### config.mk
export PLATFORM = sky130hd
export DESIGN_NAME = dlt_cell
export DESIGN_NICKNAME = d
export VERILOG_FILES = /design/src/hw/rtl/dlt_pkg.sv /design/src/hw/rtl/dlt_cell.sv
export SDC_FILE = /design/constraint.sdc
export NUM_CORES = 1
export LEC_CHECK = 0
export ABC_CLOCK_PERIOD_IN_PS = 10000
export BUFFER_PORTS_ARGS = -buffer_cell sky130_fd_sc_hd__buf_2
export CORE_MARGIN = 2
export CORE_UTILIZATION = 54
export CTS_CLUSTER_DIAMETER = 80
export DETAILED_ROUTE_END_ITERATION = 8
export PLACE_DENSITY = 0.78
export SLEW_MARGIN = 20
export SYNTH_ARGS = -nofsm -noshare
export SYNTH_HDL_FRONTEND = slang
export SYNTH_SLANG_ARGS = --single-unit
export TNS_END_PERCENT = 100
### constraint.sdc
create_clock -name clk -period 10 [get_ports clk]
set_input_delay 1 -clock clk [delete_from_list [all_inputs] [get_ports clk]]
set_output_delay 1 -clock clk [all_outputs]
set_load 0.05 [all_outputs]
### src/hw/rtl/dlt_pkg.sv
`timescale 1ns / 1ps

package dlt_pkg;

  localparam int MAC_W      = 48;
  localparam int TYPE_W     = 8;
  localparam int KIND_W     = 2;
  localparam int ADDR_W     = 32;
  localparam int SLOT_W     = 8;
  localparam int COUNT_W    = 9;
  localparam int PREFIX_W   = 24;
  localparam int OCTET_W    = 8;
  localparam int SECONDS_W  = 32;
  localparam int CFG_IDX_W  = 3;
  localparam int CFG_DATA_W = 32;

  localparam logic [CFG_IDX_W-1:0] REG_NETWORK_PREFIX = 3'd0;
  localparam logic [CFG_IDX_W-1:0] REG_POOL_FIRST     = 3'd1;
  localparam logic [CFG_IDX_W-1:0] REG_POOL_LAST      = 3'd2;
  localparam logic [CFG_IDX_W-1:0] REG_LEASE_SECONDS  = 3'd3;

  localparam logic [PREFIX_W-1:0]  RST_NETWORK_PREFIX = 24'hC0A801;
  localparam logic [OCTET_W-1:0]   RST_POOL_FIRST     = 8'd100;
  localparam logic [OCTET_W-1:0]   RST_POOL_LAST      = 8'd150;
  localparam logic [SECONDS_W-1:0] RST_LEASE_SECONDS  = 32'd3600;

  localparam logic [TYPE_W-1:0] MSG_DISCOVER = 8'd1;
  localparam logic [TYPE_W-1:0] MSG_REQUEST  = 8'd3;

  localparam logic [KIND_W-1:0] KIND_NONE  = 2'd0;
  localparam logic [KIND_W-1:0] KIND_OFFER = 2'd1;
  localparam logic [KIND_W-1:0] KIND_ACK   = 2'd2;
  localparam logic [KIND_W-1:0] KIND_FULL  = 2'd3;

  typedef struct packed {
    logic              valid;
    logic              found;
    logic [SLOT_W-1:0] hit_idx;
    logic              free;
    logic [SLOT_W-1:0] free_idx;
  } token_t;

  typedef struct packed {
    logic                 clear;
    logic                 grant_we;
    logic [SLOT_W-1:0]    grant_idx;
    logic                 match_en;
    logic [MAC_W-1:0]     mac;
    logic [SECONDS_W-1:0] now;
    logic [SECONDS_W-1:0] lease;
    logic [COUNT_W-1:0]   usable;
  } cell_ctl_t;

endpackage

### src/hw/rtl/dlt_cell.sv
`timescale 1ns / 1ps

module dlt_cell (
  input  logic                        clk,
  input  logic                        rst,
  input  logic [dlt_pkg::SLOT_W-1:0]  my_idx,
  input  dlt_pkg::cell_ctl_t          ctl,
  input  dlt_pkg::token_t             tok_in,
  output dlt_pkg::token_t             tok_out
);

  logic                             in_use;
  logic [dlt_pkg::MAC_W-1:0]        mac;
  logic [dlt_pkg::SECONDS_W-1:0]    start;
  logic [dlt_pkg::SECONDS_W-1:0]    duration;

  logic                             sweep_here;
  logic                             expired;
  logic                             live;
  logic                             hit;
  logic                             granted;
  logic [dlt_pkg::SECONDS_W-1:0]    age;

  assign sweep_here = tok_in.valid && ({1'b0, my_idx} < ctl.usable);
  assign age        = ctl.now - start;
  assign expired    = in_use && (age >= duration);
  assign live       = in_use && !expired;
  assign hit        = live && ctl.match_en && (mac == ctl.mac);
  assign granted    = ctl.grant_we && (ctl.grant_idx == my_idx);

  always_ff @(posedge clk) begin
    if (rst) begin
      in_use <= 1'b0;
    end else if (ctl.clear) begin
      in_use <= 1'b0;
    end else if (granted) begin
      in_use <= 1'b1;
    end else if (sweep_here && expired) begin
      in_use <= 1'b0;
    end

    if (granted) begin
      mac      <= ctl.mac;
      start    <= ctl.now;
      duration <= ctl.lease;
    end else if (sweep_here && hit) begin
      start    <= ctl.now;
      duration <= ctl.lease;
    end
  end

  always_ff @(posedge clk) begin
    if (rst) begin
      tok_out.valid <= 1'b0;
    end else begin
      tok_out.valid <= tok_in.valid;
    end
    tok_out.found    <= tok_in.found;
    tok_out.hit_idx  <= tok_in.hit_idx;
    tok_out.free     <= tok_in.free;
    tok_out.free_idx <= tok_in.free_idx;
    if (sweep_here && hit && !tok_in.found) begin
      tok_out.found   <= 1'b1;
      tok_out.hit_idx <= my_idx;
    end
    if (sweep_here && !live && !tok_in.free) begin
      tok_out.free     <= 1'b1;
      tok_out.free_idx <= my_idx;
    end
  end

endmodule

Word level (Yosys, flattened, before mapping)
Index checks and enable logic that the tools add are counted.
Widths: inputs -> output; s select.
{ "word_totals": {"ff_bits": 132, "inputBits": 161, "out_inout_bits": 19, "elab_cells": 40} }
{ "op_classes": {"addsub": 1, "order_cmp": 2, "eq_ne": 2, "muxes": 8, "n_reduce_logical": 18} }
{ "ops": {"columns": ["cell", "count"], "rows": [
  ["$mux 32", 4],
  ["$eq 48x48->1", 1],
  ["$ge 32x32->1", 1],
  ["$sub 32x32->32", 1],
  ["$mux 8", 2],
  ["$logic_and 1x1->1", 11],
  ["$lt 8x9->1", 1],
  ["$eq 8x8->1", 1],
  ["$logic_not 1->1", 4],
  ["$reduce_bool 2->1", 2],
  ["$mux 1", 2],
  ["$reduce_or 2->1", 1]
]} }

Depth between registers and ports, before layout
Gate-level depths: netlist (run 1).
{ "depth": {"depth_word": 10, "ltp_mapped": 22, "mapped_depth_nobuf": 21} }

Least setup slack after synthesis (run 1)
No wires, ideal clock.
{ "synth_timing": {"path_type": "input port to flip-flop", "from": "input my_idx[5] (netlist bit)", "to": "register duration[0] (netlist bit) (enable)", "setup_ns": 0.429, "arrival_time_ns": 8.018, "required_ns": 9.571, "path_slack_ns": 1.553, "cell_stages": 5, "n_path_buf": 0, "path_cell_list": "xor2_1 > nor4_1 > nand3_1 > nor4_1 > nand2b_1"} }
{ "synth_via": {"elab_cells_between_ends": 6, "classes_between": "order compare: 1; eq/ne: 1; reduce/logical: 4"} }
{ "synth_rtl": {"columns": ["element", "line", "source"], "rows": [
  ["start, declared", "dlt_cell.sv:6", "input logic [dlt_pkg::SLOT_W-1:0] my_idx,"],
  ["$eq 8x8->1", "dlt_cell.sv:29", "assign granted = ctl.grant_we && (ctl.grant_idx == my_idx);"],
  ["$logic_and 1x1->1", "dlt_cell.sv:29", null],
  ["net granted", "dlt_cell.sv:21", "logic granted;"],
  ["$reduce_bool 2->1 (no source line)", null, null],
  ["end signal, assigned", "dlt_cell.sv:45", "duration <= ctl.lease;"],
  ["end signal, assigned", "dlt_cell.sv:48", "duration <= ctl.lease;"],
  ["end, declared", "dlt_cell.sv:15", "logic [dlt_pkg::SECONDS_W-1:0] duration;"]
]} }
The timed path passes the listed nets, and every way through them passes these cells.
A chain may end at the register's enable or synchronous reset.

Worst setup path in the final report (run 1)
{ "layout_timing": {"from": "input ctl[50] (netlist bit)", "to": "register start[12] (netlist bit) (enable)"} }
{ "layout_via": {"elab_chain_len": 9} }
{ "layout_lines": {"columns": ["element", "line", "source"], "rows": [
  ["start, declared", "dlt_cell.sv:7", "input dlt_pkg::cell_ctl_t ctl,"],
  ["$sub 32x32->32", "dlt_cell.sv:25", "assign age = ctl.now - start;"],
  ["$ge 32x32->1", "dlt_cell.sv:26", "assign expired = in_use && (age >= duration);"],
  ["$logic_and 1x1->1", "dlt_cell.sv:26", null],
  ["$logic_not 1->1", "dlt_cell.sv:27", "assign live = in_use && !expired;"],
  ["$logic_and 1x1->1", "dlt_cell.sv:27", null],
  ["$logic_and 1x1->1 (2 in a row)", "dlt_cell.sv:28", "assign hit = live && ctl.match_en && (mac == ctl.mac);"],
  ["$logic_and 1x1->1", "dlt_cell.sv:46", "end else if (sweep_here && hit) begin"],
  ["$reduce_bool 2->1 (no source line)", null, null],
  ["end signal, assigned", "dlt_cell.sv:44", "start <= ctl.now;"],
  ["end signal, assigned", "dlt_cell.sv:47", "start <= ctl.now;"],
  ["end, declared", "dlt_cell.sv:14", "logic [dlt_pkg::SECONDS_W-1:0] start;"]
]} }
Every way passes these cells.

==> flow_metrics.tcl, run 1 <==
set metrics [dict create \
    power.share.clock_pct 43.1 \
    cts_root_buffer "clkbuf_16" \
    fin_nets 1060 \
    fin_crit_ns 5.115 \
    final_area_mm2 0.009070 \
    grt_util_all_layers_pct 23.80 \
    synth_nets 861 \
    final-hold-violation-count 0 \
    avgSynthCellArea_um2 11.71 \
    postSynth.asyncResetShare_pct 0 \
    dominantRegCellSynth "edfxtp_1" \
    synth_compound_area_share_pct 11.67 \
    clkLatencyLatePin_ns 0.42 \
    p_int_w 0.001039 \
    dpl_worst_slack_ns 4.474 \
    slowest_delay_ns 0.63 \
    worstPathCellList "buf_2, ha_1, nand3_1, o211ai_1, a211oi_1, a21oi_2, nor3_1, o31ai_2, a21oi_1, xnor2_1, ha_1, nand2_1, nor2_1, a2111oi_2, o21ai_1, a21oi_2, nand4_1, nand2b_2, buf_4" \
    fmax_ghz 0.1955 \
    muxShareOfSynthArea_pct 2.853 \
    ant_nets 0 \
    synth_top_family_by_area "adder cells" \
    synthMostInstantiatedCell "edfxtp_1" \
    rr_startpoint "start[9]$_DFFE_PP_" \
    synth_xor_area_share_pct 8.677 \
    crit_path_start_kind "primary input" \
    layout-drive-gt1-share_pct 29.13 \
    outcome "finished, final reports clean" \
    clkTransAtPathRegs_ns 0.06 \
    dpl_cell_area_mm2 0.008501 \
    required_ns 10.04 \
    cts_hold_buf 0 \
    power_frac_seq_pct 43.6 \
    netSwitchingFraction_pct 25.21 \
    cts_buffers 17 \
    dpl.hpwl_um 12720 \
    fin_cells 1017 \
    post_drt_wl_per_cell_um 16.02 \
    ys_seq_area_share_pct 51.08 \
    synth_common_cells "edfxtp_1, inv_1, ha_1" \
    critPathMaxFanout 64 \
    ys_top_cells_by_area "edfxtp_1, ha_1, xnor2_1, dfxtp_1, inv_1" \
    setup_ws_ns 4.885 \
    syn_area_mm2 0.007368 \
    power.leakage_nw 3.965 \
    drc 0 \
    gp_congestion 0.9018 \
    rows 42 \
    skew_ns 0.008626 \
    antenna_found_initial 0 \
    start_util_pct 55.42 \
    wirelength_um 16290 \
    hold_class "flop to flop" \
    drt-initial-drc-count 352 \
    critPathLaunch "ctl[50]" \
    via_per_inst 5.337 \
    cts_tree "built" \
    yosys.area_share.adder_pct 12.16 \
    rsz0062_at_grt "false" \
    cts_resized 0 \
    grt_pass1_wl_um 26920 \
    power.density_mw_per_mm2 153.1 \
    clock_sinks 132 \
    ioPinCount 180 \
    firstDrtPassIters 6 \
    die_x_um 120.8 \
    synth_top_area_share_pct 45.64 \
    crit_type "primary input to flop" \
    synth_cells 629 \
    critPathSlowestCell "buf_4" \
    fp.dieH_um 120.8 \
    hold_start "in_use$_SDFFE_PP0P_" \
    yosysUniqueCellTypes 57 \
    core-area_mm2 0.01330 \
    portBuffers 179 \
    htree_levels 4 \
    dp_cells 985 \
    fin_tns_setup_ns 0 \
    combPwrFrac_pct 13.3 \
    gr-total-overflow 0 \
    diodes 0 \
    maxSlewViolCount 0 \
    dieArea_mm2 0.01460 \
    yosys_register_bits 132 \
    cap_violations 0 \
    grt_max_degree 65 \
    area_growth_pct 23.09 \
    synth_edf_count 112 \
    cts.path.max_buffers 2 \
    worstMarginPinSlew_ns 0.7961 \
    grt_pass1_vias 5665 \
    synthSimpleGateAreaFrac_pct 9.085 \
    crit_arrival_ns 5.16 \
    power_w 0.001389 \
    yosysTopAreaCell "edfxtp_1" \
    yosys_warnings 0 \
    peakVddDrop_mv 0.1490 \
    period_share_pct 51.15 \
    relSlewSlack_pct 46.93 \
    cts_setup_buffers 0 \
    setup_viol 0 \
    switchingPower_w 0.0003501 \
    dr_total_vias 5428 \
    worst_setup_path_end_kind "flop" \
]
cell usage in the layout (no fill, tap or decap), types with 19 or more instances in the layout:
cell type / count
a21oi_1: 37
buf_2: 179
dfxtp_1: 20
edfxtp_1: 112
ha_1: 70
inv_1: 86
nand2_1: 19
nor2_1: 29
o21ai_0: 22
xnor2_1: 52
xor2_1: 21
power groups by stage:
stage / clock [W] / sequential [W] / combinational [W]
after floorplan: 0 / 0.000637 / 0.0000946
after global placement: 0 / 0.000617 / 0.000177
after detailed placement: 0 / 0.000617 / 0.000183
after CTS: 0.000608 / 0.000606 / 0.000185
after global routing: 0.000632 / 0.000606 / 0.000205
final: 0.000599 / 0.000605 / 0.000185
cell families (layout without fill, tap and decap cells):
logic type      after synthesis  in the layout
fa+ha+maj                    71             71
xor+xnor                     73             73
buf+inv                      87            299
flops                       132            132
simple gates                127            127
mux                          16             16
compound gates              123            123
critical path: cells and delay by family:
| kind | cells | cell delay [ns] |
|---|---|---|
| AOI/OAI and AO/OA | 8 | 1.88 |
| xor gates and xnor gates | 1 | 0.14 |
| adders and majority gates | 2 | 0.70 |
| buffers and inverters | 2 | 0.74 |
| and+or+nand+nor | 6 | 0.65 |
layer usage:
metal  GRT usage (%)  vias to the layer above  wire length, um
met5               0                        -                0
met4           9.157                        0              357
met3           7.972                       30             1219
met2           39.27                      201             7903
met1           28.88                     2516             6807
li1                -                     2681                -
final cells by class:
type / count / area [um2]
clock buffer: 20 / 446.7
tap: 176 / 220.2
sequential: 132 / 3764
multi-input combinational: 410 / 3283
clock inverter: 12 / 122.6
timing repair buffer: 181 / 910.9
inverter: 86 / 322.8
fill: 986 / 4225
state kept, by name, summed over array words and instances (netlist names):
| signal | count |
|---|---|
| tok_out | 19 |
| duration | 32 |
| start | 32 |
| mac | 48 |
| in_use | 1 |
per-stage QoR:
stage | hold slack (ns) | utilization [%]
3_3_place_gp | 0.5652 | 63.94
3_5_place_dp | 0.5706 | 63.94
6_report | 0.5703 | 68.22
4_1_cts | 0.5785 | 68.22
5_1_grt | 0.6300 | 68.22
2_1_floorplan | 0.5077 | -
final timing paths:
check / endpoint / slack (ns) / cells past startpoint
worst max-delay path: start[12]$_DFFE_PP_ / 4.88 / 19
worst max register to register: start[12]$_DFFE_PP_ / 5.21 / 19
worst min register to register: in_use$_SDFFE_PP0P_ / 0.57 / 2
worst min-delay path: in_use$_SDFFE_PP0P_ / 0.57 / 2
Power figures use the tool's default switching activity.
==> inputs of run 2 (changes only) <==
ABC_AREA = 1   (was default)
ABC_CLOCK_PERIOD_IN_PS = 4250   (was 10000)
CORE_UTILIZATION = 50   (was 54)
PLACE_DENSITY = 0.75   (was 0.78)
clock period = 4.25 ns   (was 10 ns; I/O delays follow)
==> run 2 against run 1 <==
Clock skew rose by 0.0038 ns. Die area rose by 17%. Sequential share of layout area fell by 3.3 points. Critical path type is now flop to flop. Combinational power rose to 2.6 times the previous value. Largest power group unchanged. Synthesized area rose by 8.8%. Cell area rose by 8.6%. Register-to-register slack got worse by 4.9 ns. Flip-flop and latch count did not move. Cell count rose by 31%. Non-clock buffer count rose by 1. Critical path depth rose by 2. Highest routed layer unchanged. Largest cell class unchanged.
==> flow_metrics.tcl, run 2 <==
set metrics [dict create \
    dominantRegCellSynth "edfxtp_1" \
    final_area_mm2 0.009853 \
    portBuffers 179 \
    relSlewSlack_pct 57.86 \
    htree_levels 4 \
    cts_buffers 17 \
    hold_class "primary input to flop" \
    rows 46 \
    outcome "finished, final reports clean" \
    core-area_mm2 0.01577 \
    ys_top_cells_by_area "edfxtp_1, ha_1, nand2_1, inv_1, dfxtp_1" \
    final_cell_mix "nand2_1, buf_2, inv_1" \
    ys_seq_area_share_pct 46.93 \
    grt_util_all_layers_pct 22.46 \
    fin_tns_setup_ns 0 \
    top_regs "mac x48, duration x32, start x32" \
    ioPinCount 180 \
    syn_area_mm2 0.008019 \
    clkLatencyLatePin_ns 0.43 \
    fmax_ghz 0.2564 \
    fin_cells 1333 \
    post_drt_wl_per_cell_um 13.66 \
    crit_type "flop to flop" \
    fin_crit_ns 3.900 \
    synth_nets 1134 \
    synth_common_cells "nand2_1, inv_1, edfxtp_1" \
    final_common_cell "nand2_1" \
    wirelength_um 18210 \
    grt_max_degree 65 \
    synth_top_area_share_pct 41.94 \
    dr_total_vias 6541 \
    die_x_um 130.6 \
    worst_setup_path_end_kind "flop" \
    synth_edf_count 112 \
    antenna_found_initial 2 \
    area_growth_pct 22.87 \
    power.leakage_nw 4.763 \
    gr-total-overflow 0 \
    firstDrtPassIters 5 \
    fin_nets 1334 \
    ant_nets 0 \
    largest_reg_flops 48 \
    grt_pass1_vias 6434 \
    postSynth.asyncResetShare_pct 0 \
    power_w 0.003302 \
    dpl_cell_area_mm2 0.009280 \
    dieArea_mm2 0.01707 \
    dp_cells 1299 \
    drt-initial-drc-count 280 \
    layout-drive-gt1-share_pct 22.78 \
    skew_ns 0.01245 \
    grt_pass1_wl_um 29640 \
    cts.path.max_buffers 2 \
    cts_tree "built" \
    crit_arrival_ns 4.04 \
    yosysTopAreaCell "edfxtp_1" \
    synth_cells 902 \
    yosys_warnings 0 \
    post-route-util_pct 62.48 \
    cts_root_buffer "clkbuf_16" \
    critPathMaxFanout 64 \
    yosys_register_bits 132 \
    synthMostInstantiatedCell "nand2_1" \
    cts_setup_buffers 0 \
    cts_resized 0 \
    fp.dieH_um 130.6 \
    start_util_pct 50.85 \
    fillers 1388 \
    cts_hold_buf 0 \
    dpl.hpwl_um 14290 \
    required_ns 4.39 \
    regMostFlops "mac" \
    power.density_mw_per_mm2 335.2 \
    clock_sinks 132 \
    period_share_pct 91.77 \
    gp_congestion 0.9116 \
    maxSlewViolCount 0 \
    crit_path_start_kind "flop" \
    clkTransAtPathRegs_ns 0.06 \
    via_per_inst 4.907 \
    rsz0062_at_grt "false" \
    final-hold-violation-count 0 \
    peakVddDrop_mv 0.2834 \
    yosysUniqueCellTypes 46 \
    worstMarginPinSlew_ns 0.6321 \
    rrSetupSlack_ns 0.35 \
    cap_violations 0 \
    setup_viol 0 \
    avgSynthCellArea_um2 8.890 \
    drc 0 \
]
run 2: cell types whose count changed after synthesis, sizes merged, moves of 8 or more:
cell / delta
nor2b: -9
a31oi: +8
nand3: +33
mux2: -16
xnor2: -36
nor2: +54
inv: +80
nand2: +190
a21oi: +8
run 2: area by class of cell:
class                           instances  area [um2]  area share [%]
Tap cell                              216       270.3           2.743
Timing Repair Buffer                  182       938.4           9.524
Multi-Input combinational cell        600        3664           37.18
Sequential cell                       132        3764           38.20
Inverter                              169       651.9           6.616
Clock buffer                           19       432.9           4.394
Clock inverter                         13       127.6           1.295
Antenna cell                            2       5.005         0.05079
run 2: worst paths after layout:
path | startpoint | depth (start not counted) | endpoint
worst max-delay path | start[21]$_DFFE_PP_ | 21 | start[11]$_DFFE_PP_
worst min-delay path | rst | 2 | tok_out[18]$_SDFF_PP0_
worst min register to register | in_use$_SDFFE_PP0P_ | 2 | in_use$_SDFFE_PP0P_
worst max register to register | start[21]$_DFFE_PP_ | 21 | start[11]$_DFFE_PP_
run 2: report_power, final:
group / leakage (nW) / switching [W] / internal (W)
logic: 3.32 / 0.000292 / 0.000187
registers: 1.17 / 0.00000507 / 0.00142
clock network: 0.267 / 0.000584 / 0.000813
run 2: routing by layer:
metal	track usage [%]	up-vias	part of all wire [%]
met4	7.134	0	2.0
li1	-	3377	-
met5	0	-	0
met1	27.44	2931	42
met3	6.555	29	6.5
met2	38.48	204	49
run 2: through the flow:
step,hold slack (ns),worst slack [ns]
2_1_floorplan,0.4962,-0.4724
3_3_place_gp,0.5880,0.1118
3_5_place_dp,0.5846,0.1041
4_1_cts,0.1469,0.2820
5_1_grt,0.1505,0.04680
6_report,0.1611,0.3499
run 2: logic make-up after synthesis:
| logic type | share of synthesized area [%] |
|---|---|
| compound gates | 8.863 |
| xor+xnor | 4.806 |
| fa+ha+maj | 11.17 |
| buf+inv | 8.160 |
| flops | 46.93 |
| simple gates | 20.07 |
run 2: worst max-delay path: stages (launching register included):
cell	delay (ns)
edfxtp_1	0.32
inv_1	0.05
ha_1	0.38
inv_1	0.15
o21bai_1	0.09
a21oi_1	0.20
a21boi_1	0.24
nand3_2	0.14
nand2_1	0.09
nand2_1	0.06
xor2_1	0.16
ha_1	0.28
nand2_1	0.06
inv_1	0.05
nand3_1	0.07
nor3_2	0.23
and2b_1	0.20
nand2_2	0.09
nand4_4	0.11
nor2_4	0.07
or2_2	0.32
buf_16	0.24
